<file path="config.mk">
export PLATFORM = sky130hd
export DESIGN_NAME = bloom_signature_build_and_probe
export DESIGN_NICKNAME = d
export VERILOG_FILES = /design/src/rtl/bsbp_pkg.sv /design/src/rtl/bloom_signature_build_and_probe.sv /design/src/rtl/bsbp_dp.sv /design/src/rtl/bsbp_ctrl.sv
export VERILOG_INCLUDE_DIRS = /design/src /design/src/rtl
export SDC_FILE = /design/constraint.sdc
export NUM_CORES = 2
export LEC_CHECK = 0
export BUFFER_PORTS_ARGS = -buffer_cell sky130_fd_sc_hd__buf_2
export CAP_MARGIN = 20
export CORE_MARGIN = 2
export CORE_UTILIZATION = 30
export CTS_CLUSTER_SIZE = 20
export DETAILED_ROUTE_END_ITERATION = 8
export PLACE_DENSITY_LB_ADDON = 0.05
export SLEW_MARGIN = 20
export SYNTH_ARGS = -nofsm -noshare
export SYNTH_HDL_FRONTEND = slang
export SYNTH_SLANG_ARGS = --single-unit
</file>
<file path="constraint.sdc">
create_clock -name clock -period 39.4 [get_ports clock]
set_input_delay 5.91 -clock clock [delete_from_list [all_inputs] [get_ports clock]]
set_output_delay 5.91 -clock clock [all_outputs]
set_load 0.05 [all_outputs]
</file>
<file path="src/rtl/bloom_signature_build_and_probe_assert.svh">
// Assertion macros for the Bloom signature block.
// Used by the datapath; relies on ports named clock and reset.
`ifndef BLOOM_SIGNATURE_BUILD_AND_PROBE_ASSERT_SVH
`define BLOOM_SIGNATURE_BUILD_AND_PROBE_ASSERT_SVH

// clocked check, off while reset is high
`define BSBP_ASSERT(label, prop, msg) \
   label: assert property (@(posedge clock) disable iff (reset) prop) else $error(msg);

// clocked check that also holds during reset
`define BSBP_ASSERT_ALWAYS(label, prop, msg) \
   label: assert property (@(posedge clock) prop) else $error(msg);

`endif

</file>
<file path="src/rtl/bsbp_pkg.sv">
// Shared types and constants for the Bloom signature block.
// No dependencies.
package bsbp_pkg;

   localparam int MAX_SIG_BYTES = 256;
   localparam int SIG_AW = $clog2(MAX_SIG_BYTES);
   localparam int SB_W = $clog2(MAX_SIG_BYTES + 1);
   localparam int REM_W = $clog2(MAX_SIG_BYTES * 8);
   localparam int N_W = REM_W + 1;
   localparam int DIV_STEPS = 32;
   localparam int DC_W = $clog2(DIV_STEPS);
   localparam logic [31:0] CRC_ONES = 32'hFFFF_FFFF;
   localparam logic [31:0] CRC_POLY = 32'hEDB8_8320;
   localparam logic [7:0] BYTE_FULL = 8'hFF;
   localparam logic [7:0] BYTE_ONE = 8'h01;
   localparam logic [SB_W-1:0] SIG_BYTES_RESET = SB_W'(16);

   localparam logic [1:0] KIND_CLEAR = 2'd0;
   localparam logic [1:0] KIND_WRITE = 2'd1;
   localparam logic [1:0] KIND_INSERT = 2'd2;
   localparam logic [1:0] KIND_QUERY = 2'd3;

   typedef struct packed {
      logic [1:0] kind;
      logic [7:0] data_byte;
      logic [7:0] sig_index;
      logic has_byte;
      logic string_last;
      logic query_last;
      logic query_any;
   } req_type;

   typedef struct packed {
      logic is_query;
      logic match;
      logic all_ones;
   } rsp_type;

   typedef struct packed {
      logic latch;
      logic clear;
      logic wr_byte;
      logic crc_upd;
      logic crc_rst;
      logic div_load;
      logic div_step;
      logic rd_byte;
      logic modify;
      logic cfg_wr;
      logic cnt_clr;
      logic cnt_step;
      logic [SIG_AW-1:0] cnt_idx;
      logic rsp_load;
   } ctrl_cmd_type;

   typedef struct packed {
      logic [1:0] kind;
      logic string_last;
      logic query_last;
      logic rsp_free;
   } dp_stat_type;

endpackage

</file>
<file path="src/rtl/bloom_signature_build_and_probe.sv">
// Top level of the Bloom signature block: controller and datapath.
// Depends on bsbp_pkg, bsbp_ctrl and bsbp_dp.
//
//   channel  direction  handshake           payload
//   req      in         req_valid/req_stall req_data (req_type)
//   rsp      out        rsp_valid/rsp_stall rsp_data (rsp_type)
//   csr      in         csr_valid/csr_ready csr_data (sig_bytes, 9 bits)
//
// A byte, clear or write item is accepted and then dispatched.
// A string end runs dispatch, 32 remainder steps, memory read, modify and
// result load, the last only when it gives a result; the result transfer waits while
// rsp_stall is high. A query end inside a string runs accept, dispatch, result load.
// A sig_bytes write starts a full-byte recount; no item is taken meanwhile.
// Reset is synchronous and clears the signature through per-byte valid bits.
module bloom_signature_build_and_probe import bsbp_pkg::*; (
   input  logic clock,
   input  logic reset,
   input  logic req_valid,
   output logic req_stall,
   input  req_type req_data,
   output logic rsp_valid,
   input  logic rsp_stall,
   output rsp_type rsp_data,
   input  logic csr_valid,
   output logic csr_ready,
   input  logic [SB_W-1:0] csr_data
);

   ctrl_cmd_type cmd;
   dp_stat_type stat;

   bsbp_ctrl u_ctrl (
      .clock(clock),
      .reset(reset),
      .req_valid(req_valid),
      .req_stall(req_stall),
      .csr_valid(csr_valid),
      .csr_ready(csr_ready),
      .stat(stat),
      .cmd(cmd)
   );

   bsbp_dp u_dp (
      .clock(clock),
      .reset(reset),
      .cmd(cmd),
      .stat(stat),
      .req_data(req_data),
      .csr_data(csr_data),
      .rsp_data(rsp_data),
      .rsp_valid(rsp_valid),
      .rsp_stall(rsp_stall)
   );

endmodule

</file>
<file path="src/rtl/bsbp_dp.sv">
// Datapath: CRC register, remainder divider, signature memory, full-byte count,
// query accumulator and result register. Uses bsbp_pkg and the assertion header.
`include "bloom_signature_build_and_probe_assert.svh"

module bsbp_dp import bsbp_pkg::*; (
   input  logic clock,
   input  logic reset,
   input  ctrl_cmd_type cmd,
   output dp_stat_type stat,
   input  req_type req_data,
   input  logic [SB_W-1:0] csr_data,
   output rsp_type rsp_data,
   output logic rsp_valid,
   input  logic rsp_stall
);

   function automatic logic [31:0] crc_byte(input logic [31:0] crc, input logic [7:0] b);
      logic [31:0] c;
      c = crc ^ {24'd0, b};
      for (int k = 0; k < 8; k++) begin
         c = (c >> 1) ^ (CRC_POLY & {32{c[0]}});
      end
      return c;
   endfunction

   logic [7:0] sig_mem [MAX_SIG_BYTES];

   req_type item_ff, item_in;
   logic [31:0] crc_ff, crc_in;
   logic [31:0] dvd_ff, dvd_in;
   logic [REM_W-1:0] rem_ff, rem_in;
   logic [7:0] rd_ff;
   logic rd_vld_ff, rd_vld_in;
   logic [MAX_SIG_BYTES-1:0] vld_ff, vld_in;
   logic [MAX_SIG_BYTES-1:0] full_ff, full_in;
   logic [SB_W-1:0] cnt_ff, cnt_in;
   logic [SB_W-1:0] sig_bytes_ff, sig_bytes_in;
   logic acc_ff, acc_in;
   logic open_ff, open_in;
   rsp_type rsp_ff, rsp_in;
   logic rsp_valid_ff, rsp_valid_in;

   logic [31:0] crc_nx;
   logic [N_W-1:0] div_n;
   logic [N_W-1:0] div_t;
   logic [SIG_AW-1:0] rem_addr;
   logic [SIG_AW-1:0] wb_addr;
   logic [7:0] byte_old;
   logic [7:0] byte_new;
   logic hit;
   logic base;
   logic wr_en;
   logic [SIG_AW-1:0] wr_addr;
   logic [7:0] wr_data;
   logic rsp_free;
   logic all_ones;

   assign div_n = N_W'(sig_bytes_ff) << 3;
   assign rem_addr = rem_ff[REM_W-1:3];
   assign wb_addr = SIG_AW'(item_ff.sig_index);
   assign rsp_free = !rsp_valid_ff || !rsp_stall;
   assign all_ones = (cnt_ff == sig_bytes_ff);

   always_comb begin
      item_in = item_ff;
      crc_in = crc_ff;
      dvd_in = dvd_ff;
      rem_in = rem_ff;
      rd_vld_in = rd_vld_ff;
      vld_in = vld_ff;
      full_in = full_ff;
      cnt_in = cnt_ff;
      sig_bytes_in = sig_bytes_ff;
      acc_in = acc_ff;
      open_in = open_ff;
      rsp_in = rsp_ff;
      rsp_valid_in = rsp_valid_ff;
      wr_en = 1'b0;
      wr_addr = rem_addr;
      wr_data = 8'd0;
      crc_nx = item_ff.has_byte ? crc_byte(crc_ff, item_ff.data_byte) : crc_ff;
      div_t = {rem_ff, dvd_ff[31]};
      byte_old = rd_vld_ff ? rd_ff : 8'd0;
      byte_new = byte_old | (BYTE_ONE << rem_ff[2:0]);
      hit = byte_old[rem_ff[2:0]];
      base = open_ff ? acc_ff : !item_ff.query_any;

      if (cmd.latch) begin
         item_in = req_data;
      end
      if (cmd.crc_rst) begin
         crc_in = CRC_ONES;
      end else if (cmd.crc_upd) begin
         crc_in = crc_nx;
      end
      if (cmd.div_load) begin
         dvd_in = crc_nx ^ CRC_ONES;
         rem_in = '0;
      end
      if (cmd.div_step) begin
         dvd_in = dvd_ff << 1;
         if (div_t >= div_n) begin
            rem_in = REM_W'(div_t - div_n);
         end else begin
            rem_in = div_t[REM_W-1:0];
         end
      end
      if (cmd.rd_byte) begin
         rd_vld_in = vld_ff[rem_addr];
      end
      if (cmd.clear) begin
         vld_in = '0;
         full_in = '0;
         cnt_in = '0;
      end
      if (cmd.wr_byte && (SB_W'(item_ff.sig_index) < sig_bytes_ff)) begin
         wr_en = 1'b1;
         wr_addr = wb_addr;
         wr_data = item_ff.data_byte;
         vld_in[wb_addr] = 1'b1;
         full_in[wb_addr] = (item_ff.data_byte == BYTE_FULL);
         if ((item_ff.data_byte == BYTE_FULL) && !full_ff[wb_addr]) begin
            cnt_in = cnt_ff + SB_W'(1);
         end else if ((item_ff.data_byte != BYTE_FULL) && full_ff[wb_addr]) begin
            cnt_in = cnt_ff - SB_W'(1);
         end
      end
      if (cmd.modify) begin
         if (item_ff.kind == KIND_INSERT) begin
            wr_en = 1'b1;
            wr_data = byte_new;
            vld_in[rem_addr] = 1'b1;
            full_in[rem_addr] = (byte_new == BYTE_FULL);
            if ((byte_new == BYTE_FULL) && !full_ff[rem_addr]) begin
               cnt_in = cnt_ff + SB_W'(1);
            end
         end else begin
            acc_in = item_ff.query_any ? (base | hit) : (base & hit);
            open_in = 1'b1;
         end
      end
      if (cmd.cfg_wr) begin
         if (csr_data == '0) begin
            sig_bytes_in = SB_W'(1);
         end else if (csr_data > SB_W'(MAX_SIG_BYTES)) begin
            sig_bytes_in = SB_W'(MAX_SIG_BYTES);
         end else begin
            sig_bytes_in = csr_data;
         end
      end
      if (cmd.cnt_clr) begin
         cnt_in = '0;
      end
      if (cmd.cnt_step && full_ff[cmd.cnt_idx] && (SB_W'(cmd.cnt_idx) < sig_bytes_ff)) begin
         cnt_in = cnt_ff + SB_W'(1);
      end
      if (cmd.rsp_load) begin
         rsp_valid_in = 1'b1;
         rsp_in.is_query = (item_ff.kind == KIND_QUERY);
         rsp_in.match = (item_ff.kind == KIND_QUERY) ? base : 1'b0;
         rsp_in.all_ones = all_ones;
         if (item_ff.kind == KIND_QUERY) begin
            acc_in = 1'b0;
            open_in = 1'b0;
         end
      end else if (!rsp_stall) begin
         rsp_valid_in = 1'b0;
      end
   end

   always_ff @(posedge clock) begin
      if (wr_en) begin
         sig_mem[wr_addr] <= wr_data;
      end
      if (cmd.rd_byte) begin
         rd_ff <= sig_mem[rem_addr];
      end
   end

   always_ff @(posedge clock) begin
      item_ff <= item_in;
      dvd_ff <= dvd_in;
      rem_ff <= rem_in;
      rsp_ff <= rsp_in;
      if (reset) begin
         crc_ff <= CRC_ONES;
         rd_vld_ff <= 1'b0;
         vld_ff <= '0;
         full_ff <= '0;
         cnt_ff <= '0;
         sig_bytes_ff <= SIG_BYTES_RESET;
         acc_ff <= 1'b0;
         open_ff <= 1'b0;
         rsp_valid_ff <= 1'b0;
      end else begin
         crc_ff <= crc_in;
         rd_vld_ff <= rd_vld_in;
         vld_ff <= vld_in;
         full_ff <= full_in;
         cnt_ff <= cnt_in;
         sig_bytes_ff <= sig_bytes_in;
         acc_ff <= acc_in;
         open_ff <= open_in;
         rsp_valid_ff <= rsp_valid_in;
      end
   end

   assign stat.kind = item_ff.kind;
   assign stat.string_last = item_ff.string_last;
   assign stat.query_last = item_ff.query_last;
   assign stat.rsp_free = rsp_free;
   assign rsp_data = rsp_ff;
   assign rsp_valid = rsp_valid_ff;

   `BSBP_ASSERT(a_rem_range, cmd.modify |-> (N_W'(rem_ff) < div_n), "remainder out of range")
   `BSBP_ASSERT(a_rsp_slot, cmd.rsp_load |-> rsp_free, "result loaded over a pending transfer")
   `BSBP_ASSERT(a_cnt_bound, cnt_ff <= sig_bytes_ff, "full-byte count above signature length")

endmodule

</file>
<file path="src/rtl/bsbp_ctrl.sv">
// Controller: sequences dispatch, CRC remainder steps, memory read-modify-write,
// result transfer and the full-byte recount after a length write. Uses bsbp_pkg.
module bsbp_ctrl import bsbp_pkg::*; (
   input  logic clock,
   input  logic reset,
   input  logic req_valid,
   output logic req_stall,
   input  logic csr_valid,
   output logic csr_ready,
   input  dp_stat_type stat,
   output ctrl_cmd_type cmd
);

   localparam logic [2:0] S_IDLE = 3'd0;
   localparam logic [2:0] S_DISP = 3'd1;
   localparam logic [2:0] S_DIV = 3'd2;
   localparam logic [2:0] S_READ = 3'd3;
   localparam logic [2:0] S_MOD = 3'd4;
   localparam logic [2:0] S_RESP = 3'd5;
   localparam logic [2:0] S_CNT = 3'd6;

   logic [2:0] state_ff, state_in;
   logic [DC_W-1:0] div_cnt_ff, div_cnt_in;
   logic [SIG_AW-1:0] sweep_ff, sweep_in;

   always_comb begin
      state_in = state_ff;
      div_cnt_in = div_cnt_ff;
      sweep_in = sweep_ff;
      cmd = '0;
      cmd.cnt_idx = sweep_ff;
      csr_ready = 1'b0;
      req_stall = 1'b1;
      unique case (state_ff)
         S_IDLE: begin
            csr_ready = 1'b1;
            req_stall = csr_valid;
            if (csr_valid) begin
               cmd.cfg_wr = 1'b1;
               cmd.cnt_clr = 1'b1;
               sweep_in = '0;
               state_in = S_CNT;
            end else if (req_valid) begin
               cmd.latch = 1'b1;
               state_in = S_DISP;
            end
         end
         S_DISP: begin
            unique case (stat.kind)
               KIND_CLEAR: begin
                  cmd.clear = 1'b1;
                  state_in = S_IDLE;
               end
               KIND_WRITE: begin
                  cmd.wr_byte = 1'b1;
                  state_in = S_IDLE;
               end
               default: begin
                  cmd.crc_upd = 1'b1;
                  if (stat.string_last) begin
                     cmd.crc_rst = 1'b1;
                     cmd.div_load = 1'b1;
                     div_cnt_in = '0;
                     state_in = S_DIV;
                  end else if ((stat.kind == KIND_QUERY) && stat.query_last) begin
                     cmd.crc_rst = 1'b1;
                     state_in = S_RESP;
                  end else begin
                     state_in = S_IDLE;
                  end
               end
            endcase
         end
         S_DIV: begin
            cmd.div_step = 1'b1;
            div_cnt_in = div_cnt_ff + DC_W'(1);
            if (div_cnt_ff == DC_W'(DIV_STEPS - 1)) begin
               state_in = S_READ;
            end
         end
         S_READ: begin
            cmd.rd_byte = 1'b1;
            state_in = S_MOD;
         end
         S_MOD: begin
            cmd.modify = 1'b1;
            if ((stat.kind == KIND_INSERT) || stat.query_last) begin
               state_in = S_RESP;
            end else begin
               state_in = S_IDLE;
            end
         end
         S_RESP: begin
            if (stat.rsp_free) begin
               cmd.rsp_load = 1'b1;
               state_in = S_IDLE;
            end
         end
         S_CNT: begin
            cmd.cnt_step = 1'b1;
            sweep_in = sweep_ff + SIG_AW'(1);
            if (sweep_ff == SIG_AW'(MAX_SIG_BYTES - 1)) begin
               state_in = S_IDLE;
            end
         end
         default: begin
            state_in = S_IDLE;
         end
      endcase
   end

   always_ff @(posedge clock) begin
      if (reset) begin
         state_ff <= S_IDLE;
         div_cnt_ff <= '0;
         sweep_ff <= '0;
      end else begin
         state_ff <= state_in;
         div_cnt_ff <= div_cnt_in;
         sweep_ff <= sweep_in;
      end
   end

endmodule
</file>
Word level (Yosys, flattened, before mapping)
Memory sizes are Yosys's and may differ from the RTL's. A register that Yosys moved wholly into a read port is not among the register bits.
Index checks and enable logic that the tools add are counted.

operators by class
  add/sub/neg operators = 5
  order comparisons = 10
  equal/unequal tests = 23
  shift-type cells = 1
  muxes and demuxes = 98
  bitwise operators = 15
  reductions and logical operators = 27

operator list
  cell                                                    number
  2-to-1 mux 256 bit                                      8
  bitwise mux 256 bit                                     2
  bitwise OR 256 bit                                      2
  bitwise XOR 31 x 32 -> 32 bit                           8
  2-to-1 mux 9 bit                                        11
  2-to-1 mux 32 bit                                       3
  2-to-1 mux 8 bit                                        6
  2-to-1 mux 1 bit                                        40
  2-to-1 mux 11 bit                                       3
  binary-select mux 1 bit (select 8 bit)                  4
  inverter 32 bit                                         1
  bitwise XOR 32 x 8 -> 32 bit                            1
  2-to-1 mux 3 bit                                        10
  < comparator 8 x 9 -> 1 bit (second input constant)     3
  == test 8 bit (second input constant)                   3
  one-hot mux 3 bit (7 select lines)                      1
  < comparator 8 x 9 -> 1 bit                             2
  demux 1 bit (select 8 bit)                              2
  >= comparator 8 x 1 -> 1 bit (second input constant)    2
  one-hot mux 8 bit (2 select lines)                      1
  2-to-1 mux 5 bit                                        3
  >= comparator 12 bit                                    1
  subtractor 11 bit                                       1
  inequality test 2 x 1 -> 1 bit (second input constant)  5
  other kinds (34)                                        56

storage, ports and cells
  bits in registers = 650
  memory bits (writable) = 2048
  memories kept = 1

memories
  memory        depth  width  read ports  clocked after memory_dff  wr ports  RTL line       RTL
  u_dp.sig_mem  256    8      1           1                         1         bsbp_dp.sv:26  logic [7:0] sig_mem [MAX_SIG_BYTES];

Longest topological paths before layout
  depth after elaboration = 15
  gate-level depth with buffers = 16

Modules after synthesis
A second synthesis with hierarchy kept.

unflattened totals
  cells, all modules = 7832
  area total of the unflattened synthesis = 119419.5 um2

modules (own cells, without submodules)
  module     times used  cells each  area an instance (um2)
  bsbp_dp    1           7719        118504.9
  bsbp_ctrl  1           113         914.6

Worst setup path before layout
Ideal clock, no wire load.

  path type = register -> register
  start = register u_ctrl.state_ff[2]
  end = memory u_dp.sig_mem[0][2], data pin
  data arrival time = 11.307 ns
  required time = 37.213 ns
  path slack = 25.906 ns
  stages on the path, launching flop included = 5
  clock period less this slack = 13.494 ns
  cell sequence = dfxtp_1 > clkbuf_1 > nor3b_1 > nand2_1 > o21ai_0

between the ends
  word-level cells in the longest chain between the ends = 6
  elaborated cells on any way between the ends = 8
  those cells by class = eq/ne (2); mux (5); reduce/logical (1)

RTL lines
  what                      RTL line          RTL
  start: declaration        bsbp_ctrl.sv:22   logic [2:0] state_ff, state_in;
  start signal: assignment  bsbp_ctrl.sv:118  state_ff <= state_in;
  == test 3 x 1 -> 1 bit    bsbp_ctrl.sv:34   unique case (state_ff)
  2-to-1 mux 5 bit          bsbp_ctrl.sv:34
  logical AND 1 bit         bsbp_dp.sv:116    if (cmd.wr_byte && (SB_W'(item_ff.sig_index) < sig_bytes_ff)) begin
  2-to-1 mux 8 bit          bsbp_dp.sv:116
  2-to-1 mux 8 bit          bsbp_dp.sv:129    if (item_ff.kind == KIND_INSERT) begin
  2-to-1 mux 8 bit *        bsbp_dp.sv:128    if (cmd.modify) begin
  net u_dp.wr_data[2]       bsbp_dp.sv:54     logic [7:0] wr_data;
  end: declaration          bsbp_dp.sv:26

Mark *: on every way through the listed nets, which the timed path passes. The rest lies on a longest branch.

Final worst setup path
  start = input port csr_valid
  end = output port req_stall

between the ends
  word-level cells in the longest chain between the ends = 1

RTL lines
  what                RTL line                               RTL
  start: declaration  bloom_signature_build_and_probe.sv:24  input logic csr_valid,
  2-to-1 mux 1 bit    bsbp_ctrl.sv:34
  end: declaration    bloom_signature_build_and_probe.sv:19  output logic req_stall,

No other way between the ends.

==> run summary <==
## STA
• portion of the clock cycle consumed by the worst path in the final layout: 0.3159
• shortest period the worst path allows: 12.45 ns
• top achievable clock speed: 80.34 MHz
• least setup slack across all paths after layout: 26.95 ns
• slew margin rel.: 0.1056
• final number of hold-violating endpoints: 0
• Clock Skews: 0.05139 ns
• setup repair after global routing missed its margin: no
• accumulated negative setup slack: 0 ns
• Setup-failing EPs final: 0
• Final Max Slew Viols: 0
• actual transition at the worst max-transition pin: 1.342 ns

## Floorplan
• floorplan die height: 634.6 um
• Starting Density: 0.3013
• Die Width: 634.6 um
• full die area: 402800 um2
• standard-cell rows: 231
• core area: 396000 um2
• num ports: 42

## Setup path
• required time of the worst setup path: 33.49 ns
• cells traversed along the worst timing path: buf_2 -> nand2b_1 -> buf_2
• critical-path maximum fanout: 4
• data arrival at the endpoint of the critical path: 6.54 ns
• crit path capture type: output port
• cell with the largest stage delay on the worst path: sky130_fd_sc_hd__buf_2
• Largest delay share family, worst path: buffers and inverters
• critical path startpoint category: primary input
• cell type with the highest occurrence count on the critical path: sky130_fd_sc_hd__buf_2
• Buf/Inv on CP: 2
• type of the worst setup path: in2out
• stage delay of the slowest cell on the critical path: 0.31 ns

## Global routing
• aggregate global-route resource usage: 0.2109
• sum of overflow across all layers after global routing: 0
• global-route wire length before repair: 602100 um
• via count of the first global-routing pass: 72900
• maximum number of pins on one net before global-route repair: 201
• initial antenna violation count: 17

## Detailed routing
• wire length on met3: 19050 um
• Initial DRT Pass Iterations: 8
• met1 wire length: 189600 um
• Detail Route Antenna Nets: 0
• drt first-iter violations: 6784
• number of vias per cell: 5.599
• Max Used Layer: met4
• final wirelength: 432700 um
• met2 wire length: 208900 um
• number of remaining DRC errors: 0
• routed vias: 73280
• wire per inst: 33.06 um

## CTS
• Max H-tree Level: 5
• CTS root buffer: sky130_fd_sc_hd__clkbuf_16
• post-CTS sizing: 0
• Sink Count: 2706
• clock-pin slew on the worst setup and hold paths: 0.06 ns
• clock buffers created by TritonCTS: 330
• Post-CTS Setup Inserts: 0
• buffers from clock root to sink, at most: 4
• hold bufs inserted after CTS: 0
• CTS tree: done
• clock insertion delay at the later pin of the skew report: 0.96 ns

## Power and ir drop
• Comb pwr share: 0.213
• standby leakage power: 0.03983 uW
• worst voltage drop across the vdd grid: 0.03734 mV
• power density over cell area: 57.75 nW/um2
• clock group share of total power: 0.385
• Seq pwr share: 0.402
• Internal Pwr Total: 5496 uW
• net switching share of the total power: 0.3014
• power dissipated by switching net loads: 2372 uW
• total chip power: 7868 uW

## Yosys
• post-synthesis sequential element count: 2706
• total of warnings raised by yosys: 0
• proportion of synthesized flip-flops having asynchronous set or reset: 0
• per-instance average area after synthesis: 15.56 um2
• number of synthesized flops with an enable pin: 2123
• area fraction of the dominant cell type after synthesis: 0.5343
• Synth Net Count: 7732
• area of the mapped netlist: 119300 um2
• leading area contributor after synthesis: sky130_fd_sc_hd__edfxtp_1
• unique cell type count in the Yosys netlist: 78
• leading post-synthesis cells by instance count: sky130_fd_sc_hd__edfxtp_1, sky130_fd_sc_hd__mux4_2, sky130_fd_sc_hd__nor2_1
• largest cells by area after synthesis: sky130_fd_sc_hd__edfxtp_1, sky130_fd_sc_hd__mux4_2, sky130_fd_sc_hd__dfxtp_1, sky130_fd_sc_hd__nor2_1, sky130_fd_sc_hd__a21oi_1
• number of instances in the synthesized netlist: 7667
• sequential element share of the synthesized area: 0.6321
• dominant cell by count in the synthesized netlist: sky130_fd_sc_hd__edfxtp_1
• Top FF cell, synth: sky130_fd_sc_hd__edfxtp_1

## Cells and area
• multi-input combinational cell area: 41220 um2
• count of fill cells added during filler insertion: 37960
• fraction of final layout cells sized beyond drive strength 1: 0.2303
• register area: 75430 um2
• final design instance area without fill: 136200 um2
• growth of design area from synthesis to finish: 14.18%
• count of nets after finishing: 7635

## Min path
• min-delay worst type: reg2reg

## Place
• detailed placement HPWL: 264100 um
• Setup Slack @ Placement: 27.01 ns
• area after detailed placement: 125500 um2
• Routability Congestion: 0.8173
• I/O Buffers: 41

## Run
• maximum capacitance violations: 0

## Run status
• outcome: completed

-- area by class of cell --
type                    instances  share of cell area
flip-flops and latches       2706              0.5537
repair buffers                286             0.01652
clock buffers                 430             0.06503
inverters                      41            0.001139
clock inverters               168             0.01270
well taps                    5242             0.04814
diodes                         10           0.0001837
multi-input cells            4205              0.3026
-- flip-flops by register name, indices dropped and copies added (netlist names), 4 cells and up --
name	cells
u_dp.sig_mem	2048
u_dp.full_ff	256
u_dp.vld_ff	256
u_dp.crc_ff	32
u_dp.dvd_ff	32
u_dp.rem_ff	11
u_dp.item_ff	10
u_dp.cnt_ff	9
u_dp.sig_bytes_ff	9
u_ctrl.sweep_ff	8
u_dp.rd_ff	8
u_dp.wb_addr	8
u_ctrl.div_cnt_ff	5
u_dp.stat	4
-- kinds of logic (layout without fill, tap and decap cells) --
logic type | count (synthesis) | after routing | share of synthesized area
compound gates | 1472 | 1472 | 0.08725
other cells | 0 | 10 | 0
simple gates | 1537 | 1537 | 0.05579
fa+ha+maj | 29 | 29 | 0.003104
xor+xnor | 90 | 90 | 0.006607
flops | 2706 | 2706 | 0.6321
mux | 1077 | 1077 | 0.1874
buf+inv | 756 | 925 | 0.02772
-- power groups by stage --
stage | Sequential, uW | Combinational, uW | Clock, uW
floorplan | 3230 | 1050 | 0
global placement | 3230 | 1720 | 0
detailed placement | 3230 | 1720 | 0
CTS | 3170 | 1730 | 3110
global route | 3170 | 1770 | 3210
finish | 3160 | 1680 | 3030
-- layer usage --
metal	global-route usage	vias to the layer above
li1	-	30980
met1	0.2886	39470
met2	0.3485	2186
met3	0.02420	642
met4	0.07048	0
met5	0	-
-- path summary, 6_finish.rpt --
| kind | startpoint | to | slack (ns) | depth (start not counted) |
|---|---|---|---|---|
| worst max-delay path | csr_valid | req_stall | 26.95 | 3 |
| worst max register to register | u_dp.rem_ff[4] | u_dp.rd_ff[5] | 31.97 | 11 |
| worst min-delay path | u_dp.dvd_ff[0] | u_dp.dvd_ff[0] | 0.47 | 2 |
| worst min register to register | u_dp.dvd_ff[0] | u_dp.dvd_ff[0] | 0.47 | 2 |
-- cell usage in the layout, fill, tap and decap left out, types with 121 or more instances in the layout --
cell and n:
sky130_fd_sc_hd__mux2i_1 138, sky130_fd_sc_hd__a311oi_1 217, sky130_fd_sc_hd__nor2_1 722, sky130_fd_sc_hd__buf_4 227
sky130_fd_sc_hd__edfxtp_1 2123, sky130_fd_sc_hd__mux4_2 924, sky130_fd_sc_hd__nand2_1 351, sky130_fd_sc_hd__dfxtp_1 580
sky130_fd_sc_hd__a211oi_1 250, sky130_fd_sc_hd__nand3_1 121, sky130_fd_sc_hd__a221oi_1 155, sky130_fd_sc_hd__a21oi_1 458
sky130_fd_sc_hd__clkbuf_16 335
-- per-stage QoR --
step                hold slack, ns    util  cells
finish                      0.4679  0.3440  13090
global route                0.5169  0.3440  13080
CTS                         0.4682  0.3438  13080
detailed placement          0.4593  0.3170  12480
global placement            0.4558  0.3169  12470
floorplan                   0.4343       -   7667
-- tightest hold or removal path, stage by stage (launching register included) --
cell	delay [ns]
sky130_fd_sc_hd__dfxtp_1	0.32
sky130_fd_sc_hd__nand3_1	0.06
sky130_fd_sc_hd__nand2_1	0.04
(Power assumes the default switching activity.)
